[config.mk]
export PLATFORM = sky130hd
export DESIGN_NAME = fecu_queue
export DESIGN_NICKNAME = d
export VERILOG_FILES = /design/src/design/fecu_pkg.sv /design/src/design/fecu_queue.sv
export SDC_FILE = /design/constraint.sdc
export NUM_CORES = 1
export LEC_CHECK = 0
export BUFFER_PORTS_ARGS = -buffer_cell sky130_fd_sc_hd__clkbuf_2
export CORE_UTILIZATION = 40
export CTS_CLUSTER_SIZE = 10
export DETAILED_ROUTE_END_ITERATION = 16
export GPL_TIMING_DRIVEN = 0
export PLACE_DENSITY = 0.67
export SETUP_SLACK_MARGIN = 0.1
export SLEW_MARGIN = 5
export SYNTH_ARGS = -nofsm -noshare
export SYNTH_HDL_FRONTEND = slang
export SYNTH_SLANG_ARGS = --single-unit
[constraint.sdc]
create_clock -name clk -period 6.22 [get_ports clk]
set_input_delay 0.933 -clock clk [delete_from_list [all_inputs] [get_ports clk]]
set_output_delay 0.933 -clock clk [all_outputs]
set_load 0.005 [all_outputs]
[src/design/fecu_pkg.sv]
// ----------------------------------------------------------------------------
// Fire effect cell update package
// Shared constants, palette tables and the front-end state type.
// ----------------------------------------------------------------------------
package fecu_pkg;

	localparam int DEF_HEAT_LEVELS = 13;
	localparam int DEF_MAX_CELLS   = 16384;

	localparam int HEAT_W    = 4;
	localparam int WIDTH_W   = 8;
	localparam int HEIGHT_W  = 7;
	localparam int ROW_W     = 6;
	localparam int RCNT_W    = 7;
	localparam int ROW_LIMIT = 64;
	localparam int JIT_W     = 2;

	localparam int IDX_W     = 14;
	localparam int GLYPH_W   = 14;
	localparam int COLOR_W   = 4;
	localparam int S_TDATA_W = 8;
	localparam int M_TDATA_W = 40;

	localparam int CFG_IDX_W  = 8;
	localparam int CFG_DATA_W = 8;

	localparam int QUEUE_DEPTH = 4;

	localparam logic [WIDTH_W-1:0]  RST_GRID_WIDTH  = 8'd80;
	localparam logic [HEIGHT_W-1:0] RST_GRID_HEIGHT = 7'd24;

	localparam logic [CFG_IDX_W-1:0] REG_GRID_WIDTH  = 8'd0;
	localparam logic [CFG_IDX_W-1:0] REG_GRID_HEIGHT = 8'd1;

	typedef enum logic [1:0] {
		FE_ROWS,
		FE_CLEAR,
		FE_RUN
	} fe_state_t;

	localparam logic [GLYPH_W-1:0] PAL_GLYPH [16] = '{
		14'd32,     14'h2591, 14'h2592, 14'h2593,
		14'h2588,   14'h2591, 14'h2592, 14'h2593,
		14'h2588,   14'h2591, 14'h2592, 14'h2593,
		14'h2588,   14'h2588, 14'h2588, 14'h2588
	};

	localparam logic [COLOR_W-1:0] PAL_FG [16] = '{
		4'd9, 4'd2, 4'd2, 4'd2, 4'd2, 4'd4, 4'd4, 4'd4,
		4'd4, 4'd8, 4'd8, 4'd8, 4'd8, 4'd8, 4'd8, 4'd8
	};

	localparam logic [COLOR_W-1:0] PAL_BG [16] = '{
		4'd0, 4'd0, 4'd0, 4'd0, 4'd0, 4'd2, 4'd2, 4'd2,
		4'd2, 4'd4, 4'd4, 4'd4, 4'd4, 4'd4, 4'd4, 4'd4
	};

endpackage

[src/design/fecu_queue.sv]
// ----------------------------------------------------------------------------
// Fire effect cell update queue
// Small first-in first-out buffer between the scan front end and the back end.
// ----------------------------------------------------------------------------
module fecu_queue import fecu_pkg::*; #(
	parameter int W     = 8,
	parameter int DEPTH = QUEUE_DEPTH
) (
	input  logic         clk,
	input  logic         arst_n,
	input  logic         push,
	input  logic [W-1:0] push_data,
	output logic         full,
	input  logic         pop,
	output logic         not_empty,
	output logic [W-1:0] pop_data
);

	localparam int PW = (DEPTH > 1) ? $clog2(DEPTH) : 1;
	localparam int NW = $clog2(DEPTH + 1);

	logic [W-1:0]  store_q [DEPTH];
	logic [PW-1:0] wr_ptr_q;
	logic [PW-1:0] rd_ptr_q;
	logic [NW-1:0] count_q;
	logic          do_push;
	logic          do_pop;

	assign full      = (count_q == NW'(DEPTH));
	assign not_empty = (count_q != '0);
	assign pop_data  = store_q[rd_ptr_q];
	assign do_push   = push && !full;
	assign do_pop    = pop && not_empty;

	always_ff @(posedge clk) begin
		if (do_push) begin
			store_q[wr_ptr_q] <= push_data;
		end
	end

	always_ff @(posedge clk or negedge arst_n) begin
		if (!arst_n) begin
			wr_ptr_q <= '0;
			rd_ptr_q <= '0;
			count_q  <= '0;
		end else begin
			if (do_push) begin
				wr_ptr_q <= (wr_ptr_q == PW'(DEPTH - 1)) ? '0 : wr_ptr_q + 1'b1;
			end
			if (do_pop) begin
				rd_ptr_q <= (rd_ptr_q == PW'(DEPTH - 1)) ? '0 : rd_ptr_q + 1'b1;
			end
			if (do_push && !do_pop) begin
				count_q <= count_q + 1'b1;
			end else if (do_pop && !do_push) begin
				count_q <= count_q - 1'b1;
			end
		end
	end

endmodule

==> results.yml <==
worst_setup_path:
  cp_max_fo: 10
  crit-reg2reg-capture: "count_q[2]"
  r2r-start: "count_q[0]"
  critPathLaunchType: "flop"
  criticalPathCategory: "reg -> out"
  crit_end: "pop_data[5]"
  path_cells: "buf_2, mux4_2, clkbuf_2"
  startpoint: "rd_ptr_q[0]"
  cp.required_ns: 5.29
  end_kind: "primary output"
  worst-r2r-cell-count: 8
  cp_slowest_stage_delay_ns: 0.56
  arrival_ns: 1.64
  slowest_stage: "mux4_2"
  r2r_slack_ns: 4.09
sta:
  slew_violations: 0
  relSlewSlack_pct: 62.3
  hold_viol: 0
  fmax_ghz: 0.389
  clock_skew_ns: 0.00348
  whs_ns: 0.476
  rsz0062_at_grt: "no"
  period_share_pct: 41.3
  final.setup.tns_ns: 0
  fin_crit_ns: 2.57
  worst_pin_slew_ns: 0.565
  setup_violations: 0
  fin_ws_ns: 3.65
finish:
  multi_input_area_sq_um: 464
  drive_above_1_share_pct: 48.1
  syn_to_final_growth_pct: 17.0
  nFillCells: 324
  finalInstanceArea_sq_um: 1910
  nets: 126
  seqCellArea_sq_um: 1140
  antenna_cells: 0
placed_design:
  dp_hpwl_um: 1720
  dpl-instance-area_sq_um: 1800
  place.port_buffers: 21
  place_ws_ns: 3.79
  place.gp.congestion: 0.709
yosys:
  synth_cells: 79
  synth_warnings: 0
  yosysUniqueCellTypes: 19
  synthTopCellsByArea: "edfxtp_1 59%, mux4_2 11%, dfrtp_1 11%"
  synth_nets: 98
  yosysSeqAreaShare_pct: 69.6
  synth_seq_cells: 39
  synth_top_cell_by_area: "edfxtp_1"
  yosysTopAreaCellShare_pct: 58.9
  avgSynthCellArea_sq_um: 20.7
  synth_area_sq_um: 1630
floorplanning:
  initial_core_util_pct: 43.0
  core_region_area_sq_um: 3800
  die_w_um: 65.9
  rows: 22
  dieArea_sq_um: 4340
  fp.dieH_um: 65.9
  io_pins: 22
clock_network:
  cts_max_level: 2
  ctsResizeCount: 0
  clk_latency_ns: 0.28
  cts_setup_buffers: 0
  clock-sinks: 39
  tritoncts: "done"
  clk_pin_slew_ns: 0.07
  numCtsBuffers: 5
  holdBufCountCts: 0
  root_buffer: "clkbuf_8"
  cts_max_path_buffers: 2
routing:
  drt_iter0_markers: 28
  viasPerCell: 4.81
  drtAntennaViolNets: 0
  vias: 751
  top_layer: "met4"
  drt_wl_total_um: 2370
  wl_met1_um: 981
  route.met2.wl_um: 1220
  drt_pass1_iterations: 4
  wl_per_cell_um: 15.2
  drc: 0
  met3_length_um: 115
power_and_ir_drop:
  total_power_mw: 0.892
  pwr_density_cell_nw_per_um2: 467
  ir_worst_vdd_mv: 0.168
  total_leakage_power_nw: 0.735
global_route:
  grt_max_degree: 14
  grt.total_usage_pct: 13.2
  grt_pass1_wl_um: 3890
  gr-total-overflow: 0
  grt_antenna_before_repair: 0
  grt_pass1_vias: 821
job:
  maxCapViolCount: 0
run_status:
  status: "completed"
hold_path:
  min_path_type: "in -> async"
## worst max-delay path: cells and delay by family, from the launching register on
kind | cells | cell delay (ns)
multiplexers | 1 | 0.56
buffers and inverters | 2 | 0.44
flip-flops | 1 | 0.35
## state kept, by name, indices dropped and copies added, names as in the netlist
register  cells
count_q       3
store_q      32
wr_ptr_q      2
rd_ptr_q      2
## cell usage in the layout, fill, tap and decap left out, types with 2 or more instances in the layout
cell,instances
ha_1,6
and2_2,4
xor2_1,2
clkbuf_2,21
nor2_1,3
edfxtp_1,32
mux2_4,4
dfrtp_1,7
clkbuf_8,5
inv_1,3
mux4_2,8
## cells by family after synthesis
group | share of synthesized area, %
XOR/XNOR | 1.61
adder cells (fa/ha/maj) | 5.83
buffers and inverters | 1.92
flip-flops | 69.6
multiplexers | 15.4
AND/OR/NAND/NOR | 5.60
## stage by stage
| stage | util [%] | std cells |
|---|---|---|
| final | 50.3 | 156 |
| after global routing | 50.3 | 156 |
| after CTS | 50.3 | 156 |
| after detailed placement | 47.3 | 148 |
| after global placement | 47.3 | 148 |
| after floorplan | - | 79 |
## area by class of cell
| cell class | instances | share of cell area (%) |
|---|---|---|
| timing repair buffer | 21 | 5.50 |
| clock buffer | 5 | 3.60 |
| sequential | 39 | 59.5 |
| clock inverter | 3 | 2.29 |
| multi-input combinational | 34 | 24.3 |
| buffer | 3 | 1.05 |
| tap | 48 | 3.15 |
| inverter | 3 | 0.590 |
## how the worst min path moves through the flow
stage,to,cells after the start,slack (ns),start
2_1_floorplan,count_q[2],1,0.46,count_q[2]
3_3_place_gp,count_q[2],1,0.49,count_q[2]
3_5_place_dp,count_q[2],1,0.50,count_q[2]
4_1_cts,rd_ptr_q[1],1,0.48,arst_n
5_1_grt,rd_ptr_q[0],1,0.49,arst_n
6_report,count_q[1],1,0.48,arst_n
## synth_stat cells
cell type and instances:
nor3b_4 1, mux4_2 8, mux2_4 4, ha_1 6, clkbuf_1 1, inv_1 3, xnor2_1 1, nor2_1 3
edfxtp_1 32, or3_4 1, dfrtp_1 7, fa_1 1, xor2_1 2, mux2_2 1, nand2_4 1, buf_2 1
and2_2 4, buf_6 1, nor2b_2 1
## layer usage
metal | track usage (%) | vias to the layer above
met3 | 4.31 | 6
met4 | 6.52 | 0
met2 | 21.2 | 20
met1 | 15.9 | 368
li1 | - | 357
met5 | 0 | -
## power breakdown
group	internal, mW	switching, mW
Sequential	0.354	0.0369
Clock	0.119	0.0830
Combinational	0.165	0.134
Power figures use the tool's default switching activity.
