===== src/design/fecu_pkg.sv =====
// ----------------------------------------------------------------------------
// Fire effect cell update package
// Shared constants, palette tables and the front-end state type.
// ----------------------------------------------------------------------------
package fecu_pkg;

	localparam int DEF_HEAT_LEVELS = 13;
	localparam int DEF_MAX_CELLS   = 16384;

	localparam int HEAT_W    = 4;
	localparam int WIDTH_W   = 8;
	localparam int HEIGHT_W  = 7;
	localparam int ROW_W     = 6;
	localparam int RCNT_W    = 7;
	localparam int ROW_LIMIT = 64;
	localparam int JIT_W     = 2;

	localparam int IDX_W     = 14;
	localparam int GLYPH_W   = 14;
	localparam int COLOR_W   = 4;
	localparam int S_TDATA_W = 8;
	localparam int M_TDATA_W = 40;

	localparam int CFG_IDX_W  = 8;
	localparam int CFG_DATA_W = 8;

	localparam int QUEUE_DEPTH = 4;

	localparam logic [WIDTH_W-1:0]  RST_GRID_WIDTH  = 8'd80;
	localparam logic [HEIGHT_W-1:0] RST_GRID_HEIGHT = 7'd24;

	localparam logic [CFG_IDX_W-1:0] REG_GRID_WIDTH  = 8'd0;
	localparam logic [CFG_IDX_W-1:0] REG_GRID_HEIGHT = 8'd1;

	typedef enum logic [1:0] {
		FE_ROWS,
		FE_CLEAR,
		FE_RUN
	} fe_state_t;

	localparam logic [GLYPH_W-1:0] PAL_GLYPH [16] = '{
		14'd32,     14'h2591, 14'h2592, 14'h2593,
		14'h2588,   14'h2591, 14'h2592, 14'h2593,
		14'h2588,   14'h2591, 14'h2592, 14'h2593,
		14'h2588,   14'h2588, 14'h2588, 14'h2588
	};

	localparam logic [COLOR_W-1:0] PAL_FG [16] = '{
		4'd9, 4'd2, 4'd2, 4'd2, 4'd2, 4'd4, 4'd4, 4'd4,
		4'd4, 4'd8, 4'd8, 4'd8, 4'd8, 4'd8, 4'd8, 4'd8
	};

	localparam logic [COLOR_W-1:0] PAL_BG [16] = '{
		4'd0, 4'd0, 4'd0, 4'd0, 4'd0, 4'd2, 4'd2, 4'd2,
		4'd2, 4'd4, 4'd4, 4'd4, 4'd4, 4'd4, 4'd4, 4'd4
	};

endpackage


===== src/design/fecu_front.sv =====
// ----------------------------------------------------------------------------
// Fire effect cell update front end
// Holds the grid registers, seeds the heat map after reset or a register
// write, walks the scan and turns each jitter item into a cell update.
// ----------------------------------------------------------------------------
module fecu_front import fecu_pkg::*; #(
	parameter  int MAX_CELLS = DEF_MAX_CELLS,
	localparam int AW        = $clog2(MAX_CELLS),
	localparam int EW        = 2 * AW + 2
) (
	input  logic                  clk,
	input  logic                  arst_n,
	input  logic                  cfg_valid,
	output logic                  cfg_ready,
	input  logic [CFG_IDX_W-1:0]  cfg_index,
	input  logic [CFG_DATA_W-1:0] cfg_data,
	input  logic                  in_valid,
	output logic                  in_ready,
	input  logic [JIT_W-1:0]      jitter,
	output logic                  q_push,
	output logic [EW-1:0]         q_data,
	input  logic                  q_full,
	output logic                  clr_we,
	output logic [AW-1:0]         clr_addr,
	output logic                  clr_hot
);

	localparam int CW = $clog2(MAX_CELLS + 1);
	localparam int XW = (AW + 1 > WIDTH_W + 1) ? AW + 1 : WIDTH_W + 1;

	fe_state_t             state_q;
	fe_state_t             state_d;
	logic [WIDTH_W-1:0]    width_q;
	logic [HEIGHT_W-1:0]   height_q;
	logic [RCNT_W-1:0]     rcnt_q;
	logic [RCNT_W-1:0]     rows_q;
	logic [CW-1:0]         acc_q;
	logic [CW-1:0]         base_q;
	logic [AW-1:0]         cnt_q;
	logic [WIDTH_W-1:0]    col_q;
	logic [ROW_W-1:0]      row_q;
	logic [AW-1:0]         src_q;

	logic                  cfg_hit;
	logic [HEIGHT_W-1:0]   row_cap;
	logic [CW:0]           acc_nx;
	logic                  rows_done;
	logic                  clear_done;
	logic                  accept;
	logic [XW-1:0]         t_sum;
	logic [XW-1:0]         need;
	logic [AW-1:0]         dst;
	logic                  last_row;
	logic                  last_col;
	logic                  fend;

	assign cfg_ready = 1'b1;
	assign cfg_hit   = cfg_valid &&
		(cfg_index == REG_GRID_WIDTH || cfg_index == REG_GRID_HEIGHT);

	// Row count: the smaller of the height, the row limit and the number of
	// whole rows that fit in the map, found by adding the width once a cycle.
	assign row_cap    = (height_q > HEIGHT_W'(ROW_LIMIT)) ? HEIGHT_W'(ROW_LIMIT) : height_q;
	assign acc_nx     = (CW + 1)'(acc_q) + (CW + 1)'(width_q);
	assign rows_done  = (width_q == '0) || (rcnt_q == row_cap) ||
		(acc_nx > (CW + 1)'(MAX_CELLS));
	assign clear_done = (cnt_q == AW'(MAX_CELLS - 1));

	assign clr_we   = (state_q == FE_CLEAR);
	assign clr_addr = cnt_q;
	assign clr_hot  = (CW'(cnt_q) >= base_q) && (CW'(cnt_q) < acc_q);

	assign in_ready = (state_q == FE_RUN) && !q_full;
	assign accept   = in_valid && in_ready;
	assign q_push   = accept && (rows_q >= RCNT_W'(2));

	// Destination falls back to cell zero when it would fall below cell zero.
	assign t_sum = XW'(src_q) + XW'(1);
	assign need  = XW'(jitter) + XW'(width_q);
	assign dst   = (t_sum < need) ? '0 : AW'(t_sum - need);

	assign last_row = (RCNT_W'(row_q) == rows_q - RCNT_W'(1));
	assign last_col = (col_q == width_q - WIDTH_W'(1));
	assign fend     = last_row && last_col;
	assign q_data   = {fend, jitter[0], dst, src_q};

	always_ff @(posedge clk or negedge arst_n) begin
		if (!arst_n) begin
			state_q <= FE_ROWS;
		end else begin
			state_q <= state_d;
		end
	end

	always_comb begin
		state_d = state_q;
		case (state_q)
			FE_ROWS: begin
				if (rows_done) begin
					state_d = FE_CLEAR;
				end
			end
			FE_CLEAR: begin
				if (clear_done) begin
					state_d = FE_RUN;
				end
			end
			FE_RUN: begin
				state_d = FE_RUN;
			end
			default: begin
				state_d = FE_ROWS;
			end
		endcase
		if (cfg_hit) begin
			state_d = FE_ROWS;
		end
	end

	always_ff @(posedge clk or negedge arst_n) begin
		if (!arst_n) begin
			width_q  <= RST_GRID_WIDTH;
			height_q <= RST_GRID_HEIGHT;
			rcnt_q   <= '0;
			rows_q   <= '0;
			acc_q    <= '0;
			base_q   <= '0;
			cnt_q    <= '0;
			col_q    <= '0;
			row_q    <= ROW_W'(1);
			src_q    <= '0;
		end else if (cfg_hit) begin
			if (cfg_index == REG_GRID_WIDTH) begin
				width_q <= cfg_data;
			end else begin
				height_q <= cfg_data[HEIGHT_W-1:0];
			end
			rcnt_q <= '0;
			acc_q  <= '0;
		end else begin
			case (state_q)
				FE_ROWS: begin
					if (rows_done) begin
						rows_q <= (width_q == '0) ? '0 : rcnt_q;
						base_q <= acc_q - CW'(width_q);
						cnt_q  <= '0;
						col_q  <= '0;
						row_q  <= ROW_W'(1);
						src_q  <= AW'(width_q);
					end else begin
						rcnt_q <= rcnt_q + RCNT_W'(1);
						acc_q  <= CW'(acc_nx);
					end
				end
				FE_CLEAR: begin
					cnt_q <= cnt_q + AW'(1);
				end
				FE_RUN: begin
					if (q_push) begin
						if (last_row) begin
							row_q <= ROW_W'(1);
							if (last_col) begin
								col_q <= '0;
								src_q <= AW'(width_q);
							end else begin
								col_q <= col_q + WIDTH_W'(1);
								src_q <= AW'(XW'(width_q) + XW'(col_q) + XW'(1));
							end
						end else begin
							row_q <= row_q + ROW_W'(1);
							src_q <= AW'(XW'(src_q) + XW'(width_q));
						end
					end
				end
				default: begin
				end
			endcase
		end
	end

endmodule


===== config.mk =====
export PLATFORM = sky130hd
export DESIGN_NAME = fecu_front
export DESIGN_NICKNAME = d
export VERILOG_FILES = /design/src/design/fecu_pkg.sv /design/src/design/fecu_front.sv
export SDC_FILE = /design/constraint.sdc
export NUM_CORES = 1
export LEC_CHECK = 0
export BUFFER_PORTS_ARGS = -buffer_cell sky130_fd_sc_hd__buf_2
export CAP_MARGIN = 0
export CORE_ASPECT_RATIO = 2
export CORE_MARGIN = 1.5
export CORE_UTILIZATION = 40
export CTS_BUF_LIST = sky130_fd_sc_hd__clkbuf_4 sky130_fd_sc_hd__clkbuf_8 sky130_fd_sc_hd__clkbuf_16
export CTS_CLUSTER_SIZE = 12
export DETAILED_ROUTE_END_ITERATION = 12
export GPL_TIMING_DRIVEN = 1
export PLACE_DENSITY = 0.6
export REMOVE_ABC_BUFFERS = 1
export SETUP_SLACK_MARGIN = 0.1
export SLEW_MARGIN = 20
export SYNTH_ARGS = -nofsm -noshare
export SYNTH_HDL_FRONTEND = slang
export SYNTH_SLANG_ARGS = --single-unit

===== constraint.sdc =====
create_clock -name clk -period 5.6 [get_ports clk]
set_input_delay 1.4 -clock clk [delete_from_list [all_inputs] [get_ports clk]]
set_output_delay 1.4 -clock clk [all_outputs]
set_load 0.01 [all_outputs]

==> results by group, run 1 <==
Run status
  – Status: complete, but fails checks
  – Violations in the final reports: setup timing

STA
  – RSZ-0062 raised after global routing: yes
  – Clk_skew: approximately 15 ps
  – Final period util: 1.020
  – Worst slew pin tran: 933.6 ps
  – Final setup vio count: 4
  – Minimum clock period: 5710 ps
  – Final hold slack: 509.9 ps
  – Final Hold Vio Count: 0
  – TNS Setup: -200.5 ps
  – Max Clk Rate: 175.1 MHz
  – Slew headroom: 0.3723
  – Max-slew violations: 0
  – Final setup margin: -110.2 ps

Global route
  – Tot GR Track Use: 0.2398
  – Largest net degree at the start of global routing: 67
  – Initial antenna violation count: 0
  – Grt ovf: 0
  – First-pass GRT wire length: around 43 mm
  – Vias in the first global route: 8141

Clocking
  – Longest Clk Path Bufs: 2
  – CTS sink cnt: 103
  – CTS H-tree depth: 3
  – CTS tree: built
  – Hold buffer count at cts: 0
  – Worst-path clk slew: 70 ps
  – Worst-Skew Late Latency: 370 ps
  – Clock Tree Root: clkbuf_16
  – TritonCTS Buffers: 9

Hold path
  – Hold Path Depth: 1
  – Tightest Hold Check Type: reg2reg
  – Hold EP: row_q[5]
  – Worst hold start: row_q[5]

Die
  – Die X: 108.9 um
  – Initial Util: 0.4066
  – Die Footprint: 0.02339 mm2
  – Row count: 77
  – # IOs: just over 70
  – Die Y: 214.8 um
  – Core ar.: 0.02206 mm2

Power and ir drop
  – Total power: 5.590 mW
  – Pleak: slightly below 5 nW
  – Peak VDD IR: 0.3773 mV
  – Pwr per Cell Area: 542.9 mW/mm2

Finish
  – Area growth syn-to-layout: 14.79%
  – Final nets: 1243
  – Number of fill cells in the layout: 2176
  – Final Instance Area: 0.01030 mm2
  – Layout cell share with drive strength beyond 1: 0.1828
  – N_diodes: 0
  – Most frequent cells in the layout: dfrtp_1, nor2_1, ha_1
  – Post-route insts no fill: 1414
  – Commonest non-fill, non-tap cell in the layout: dfrtp_1

Synth
  – Synth Register Bits: around 100
  – Mapped Cells: 1044
  – Synth Cell Area: 0.008970 mm2
  – Avg Inst Size Synth: 8.592 um2
  – Post-synthesis sequential area ratio: 0.2880
  – Yosys warnings: 0
  – Synth cell types: 82
  – Most used DFF post-synth: dfrtp_1
  – Number of synthesized flops with an enable pin: 0
  – Ys async rst share: 1.000

Detailed routing
  – Wirelength per Cell: 19.34 um
  – Post-DRT Antenna Nets: 0
  – Drt pass-1 iters: 5
  – 1st-iter DRT viols: between 400 and 500
  – Residual DRC: 0
  – Total wire length: 27.34 mm
  – Vias per cell: 5.855
  – Total number of vias: 8279

Worst setup path
  – Crit Path Category: in2out
  – R2R Path End: acc_q[10]
  – Crit path DAT: 4310 ps
  – Startpoint types: primary input
  – CP required: about 4200 ps
  – Length in cells of the worst reg-to-reg path: 11
  – CP Capture Type: primary output
  – R2R setup slack: 1010 ps
  – Critical Path Fanout Max: 3
  – Reg-to-Reg Start: width_q[2]

Place
  – Gpl congestion: 0.8756
  – Placed Area: 0.009787 mm2
  – Cell Count Post-Placement: 1389
  – I/O Buffers: 70
  – Final HPWL DP: 20.68 mm

Job
  – Max-cap violations: 0
==> Yosys cell counts, drive strengths merged (4+ instances only) <==
master   instances  area [um2]
fa               6       120.1
xor2            16       140.1
nand3           32       160.2
dfstp            5       131.4
dfrtp           98        2452
or3             11       68.82
nand4           18       112.6
nor2            92       345.3
nand2b          15       93.84
a21oi           36       191.4
and4             5       43.79
and2             7       43.79
nor2b           17       106.4
or2              6       37.54
nor4            12       75.07
and3            21       131.4
o21ai           70       354.1
ha              81        1013
a41o             4       41.29
xnor2           55       481.7
a21o            17       127.6
clkbuf          33       123.9
nor3b            8       60.06
o31ai           15       112.6
a31o             6       52.55
mux2            14       157.7
a221o            8       80.08
a31oi           11       68.82
a2111oi          4       41.29
nand2           71       266.5
or4              5       37.54
a22o            13       113.9
inv             75       281.5
a22oi            6       45.04
nor3            22       110.1
mux2i           26       260.3
buf             14       110.1
o41ai            9       86.34
a211oi          27       212.7
a211o            4       35.03
==> metal layers <==
metal,vias up,wire length (um),track usage
met5,-,0,0
met4,0,1389,0.1316
met3,75,739,0.02517
met2,195,15140,0.4556
met1,4023,10080,0.2449
li1,3986,-,-
==> how the worst max path moves through the flow <==
stage / start / end / slack, ps / cells past startpoint
floorplan: jitter[0] / q_data[26] / -250 / 12
global placement: jitter[0] / q_data[26] / -570 / 14
detailed placement: jitter[0] / q_data[26] / -620 / 14
CTS: jitter[0] / q_data[26] / -120 / 15
global route: jitter[0] / q_data[26] / -250 / 15
finish: jitter[0] / q_data[26] / -110 / 14
==> cell type report <==
class / count / area (um2) / share of cell area
inverter: 75 / 281.5 / 0.02734
clock buffer: 10 / 232.7 / 0.02260
multi-input combinational: 819 / 5993 / 0.5821
timing repair buffer: 125 / 790.8 / 0.07680
tap: 276 / 345.3 / 0.03354
sequential: 103 / 2584 / 0.2509
clock inverter: 6 / 68.82 / 0.006684
==> state kept, by name, summed over array words and instances, names as in the netlist <==
register	flops
state_q	2
col_q	8
acc_q	15
src_q	14
rcnt_q	7
height_q	7
rows_q	7
width_q	8
clr_addr	14
row_q	6
base_q	15
==> critical path, cell delays in order <==
cell and delay [ps]:
buf_8 100, ha_4 150, inv_2 50, fa_2 480, fa_2 380, a21o_1 170, a21oi_2 170, o21ai_2 100
a211oi_2 280, o21ai_2 120, or4_4 490, a2bb2oi_2 140, o21ai_1 130, buf_2 150
==> repair_timing <==
action	CTS	global route
resized for setup	25	17
endpoints found under the setup margin	14	14
pin swaps	14	15
cloned	1	0
setup buffers	6	2
==> power by group <==
group	leakage [nW]	internal (mW)	switching, mW	total, mW
clock	0.152	0.356	0.313	0.670
combinational	3.48	1.63	2.00	3.63
sequential	1.25	0.967	0.321	1.29
==> logic make-up after synthesis <==
kind of cell | count (synthesis) | share of synthesized area
muxes | 40 | 0.04659
adders and majority gates | 87 | 0.1264
DFF | 103 | 0.2880
buffers and inverters | 122 | 0.05747
xor gates and xnor gates | 71 | 0.06933
and+or+nand+nor | 354 | 0.2013
other | 1 | 0.0004181
AOI/OAI and AO/OA | 266 | 0.2105
==> metrics by stage <==
| step | utilization | setup slack, ps |
|---|---|---|
| after CTS | 0.4631 | -118.9 |
| after global placement | 0.4436 | -572.1 |
| after floorplan | - | -246.4 |
| after global routing | 0.4667 | -251.5 |
| after detailed placement | 0.4436 | -621.6 |
| final | 0.4667 | -110.2 |
(Power assumes the default switching activity.)
==> run 2, diff against run 1 <==
ABC_AREA = 1   (was unset)
==> results by group, run 2 <==
Clocking
  – Hold buffer count at cts: 0
  – CTS tree: built
  – Worst-path clk slew: ~80 ps
  – CTS sink cnt: 103
  – Worst-Skew Late Latency: between 300 and 400 ps
  – Clock Tree Root: clkbuf_16
  – CTS H-tree depth: 3
  – Longest Clk Path Bufs: 2
  – TritonCTS Buffers: 9

Synth
  – Avg Inst Size Synth: ~7 um2
  – Post-Synth Simple-Gate Area: 0.3195
  – Xor/xnor cell area share of the yosys netlist: 0.07859
  – Number of synthesized flops with an enable pin: 0
  – Mapped Cells: 1302
  – Synth area leaders: dfrtp_1, nand2_1, ha_1
  – Ys async rst share: 1.000
  – Main combinational cell family by area after synthesis: simple AND/OR/NAND/NOR gates
  – Post-synthesis sequential area ratio: 0.2862
  – Synth Cell Area: roughly 0.0090 mm2
  – Yosys warnings: 0
  – Commonest cells post-synth: nand2_1, inv_1, nor2_1, nand3_1, dfrtp_1
  – Most used DFF post-synth: dfrtp_1
  – Synth cell types: 47
  – Post-synthesis mux area share: 0
  – Adder-cell share of the synthesized area: 0.1256
  – Most common cell in the netlist: nand2_1
  – Top-area cell type share of the netlist area: 0.2717
  – Synth Register Bits: 103
  – Post-synthesis compound-gate area fraction: 0.1012
  – Post-synth top area cell: dfrtp_1

STA
  – Final hold slack: ~490 ps
  – RSZ-0062 raised after global routing: yes
  – TNS Setup: 0 ps
  – Final period util: 0.9778
  – Worst slew pin tran: 938.6 ps
  – Final Hold Vio Count: 0
  – Minimum clock period: 5476 ps
  – Max Clk Rate: 182.6 MHz
  – Final setup vio count: 0
  – Max-slew violations: 0
  – Clk_skew: 11.53 ps
  – Slew headroom: 0.3728

Power and ir drop
  – Gate power share: 0.636
  – Sw Pwr: 2.467 mW
  – Internal Pwr Total: between 2 and 2.5 mW
  – Peak VDD IR: 0.4302 mV
  – Power share of the sequential group: 0.229
  – Pleak: approximately 5.3 nW
  – Pwr per Cell Area: ~470 mW/mm2
  – Total power: 4.875 mW
  – Sw Share: 0.5060
  – Clock power frac: 0.135

Worst setup path
  – Critical Path Fanout Max: 5
  – CP Capture Type: primary output
  – Crit path DAT: 4080 ps
  – CP required: 4200 ps
  – Startpoint types: primary input
  – Crit Path Category: in2out

Place
  – Final HPWL DP: 21.29 mm
  – Gpl congestion: 0.9418
  – I/O Buffers: 70
  – Placed Area: 0.009731 mm2

Detailed routing
  – Drt pass-1 iters: 5
  – Post-DRT Antenna Nets: 0
  – Total number of vias: 8714
  – Total wire length: 27.04 mm
  – Vias per cell: approximately 5.3
  – 1st-iter DRT viols: 281
  – Wirelength per Cell: approximately 16 um
  – Residual DRC: 0

Finish
  – Final nets: 1487
  – Biggest registers after layout: acc_q x15, base_q x15
  – Most frequent cells in the layout: nand2_1, inv_1, nand3_1
  – Commonest non-fill, non-tap cell in the layout: nand2_1
  – N_diodes: 0
  – Area growth syn-to-layout: 14.01%
  – Number of fill cells in the layout: 2322
  – Layout cell share with drive strength beyond 1: 0.1331
  – Final Instance Area: around 0.010 mm2

Global route
  – Largest net degree at the start of global routing: 62
  – Grt ovf: 0
  – Initial antenna violation count: 0
  – First-pass GRT wire length: between 40 and 50 mm
  – Tot GR Track Use: 0.2400
  – Vias in the first global route: 8929

Die
  – Row count: 77
  – Initial Util: 0.4074
  – Die X: 109.2 um
  – Die Footprint: 0.02353 mm2
  – Die Y: between 200 and 250 um
  – Core ar.: 0.02216 mm2
  – # IOs: 72

Run status
  – Status: finished, final reports clean

Hold path
  – Tightest Hold Check Type: reg2reg

Job
  – Max-cap violations: 0
## run 2: stage by stage
| stage | util | setup WS, ps | cells |
|---|---|---|---|
| final | 0.4645 | 124.5 | 1658 |
| after global routing | 0.4645 | -45.91 | 1658 |
| after CTS | 0.4555 | 104.9 | 1655 |
| after detailed placement | 0.4391 | -136.4 | 1637 |
| after global placement | 0.4391 | -74.30 | 1637 |
| after floorplan | - | 226.7 | 1267 |
## run 2: area by class of cell
| type | count | area (um2) | share of cell area |
|---|---|---|---|
| timing repair buffer | 99 | 616.8 | 0.05993 |
| multi-input combinational | 1002 | 5839 | 0.5673 |
| clock inverter | 7 | 73.82 | 0.007172 |
| tap | 276 | 345.3 | 0.03355 |
| sequential | 103 | 2584 | 0.2510 |
| clock buffer | 9 | 225.2 | 0.02188 |
| inverter | 162 | 608.1 | 0.05908 |
## run 2: worst paths after layout
check                           start          end  slack (ps)  cells after the start
hold reg to reg            base_q[10]   base_q[10]         490                      2
min in group asynchronous      arst_n  clr_addr[0]        1130                      1
max in group asynchronous      arst_n     row_q[1]        3350                      2
setup / recovery            jitter[0]   q_data[19]         120                     19
setup reg to reg           width_q[4]    src_q[11]        1330                     18
hold / removal             base_q[10]   base_q[10]         490                      2
## run 2: kinds of logic after synthesis
family | after synthesis
xor+xnor | 81
other cells | 1
buf+inv | 197
flops | 103
simple gates | 669
compound gates | 164
fa+ha+maj | 87
## run 2: per-layer routing
| metal | vias to the layer above | track usage | share of wire |
|---|---|---|---|
| met5 | - | 0 | 0 |
| met4 | 0 | 0.1628 | 0.066 |
| met3 | 89 | 0.02356 | 0.027 |
| met2 | 197 | 0.4602 | 0.56 |
| met1 | 4038 | 0.2296 | 0.35 |
| li1 | 4390 | - | - |
## run 2: what timing repair did
| item | 4_1_cts | 5_1_grt |
|---|---|---|
| buffers inserted | 2 | 4 |
| pin swaps | 9 | 26 |
| resized for setup | 13 | 46 |
| endpoints found under the setup margin | 14 | 14 |
## run 2: critical path: stages
cell      delay [ps]
buf_8             80
ha_4             150
inv_2             40
fa_2             340
nor3_2           150
buf_4            150
nand3_4           60
xor2_1           160
ha_1             340
nand4_1          120
o221ai_2         240
nand2_2          110
nor2_2           110
a21oi_2           60
nand2_2          110
buf_12           130
o21ai_2           50
a21oi_1          120
buf_2            150
## run 2: power by group through the flow
| stage | sequential, mW | combinational (mW) | clock, mW |
|---|---|---|---|
| floorplan | 1.10 | 1.83 | 0 |
| global placement | 1.13 | 2.81 | 0 |
| detailed placement | 1.13 | 2.85 | 0 |
| CTS | 1.12 | 2.90 | 0.669 |
| global route | 1.15 | 3.50 | 0.693 |
| finish | 1.12 | 3.10 | 0.658 |
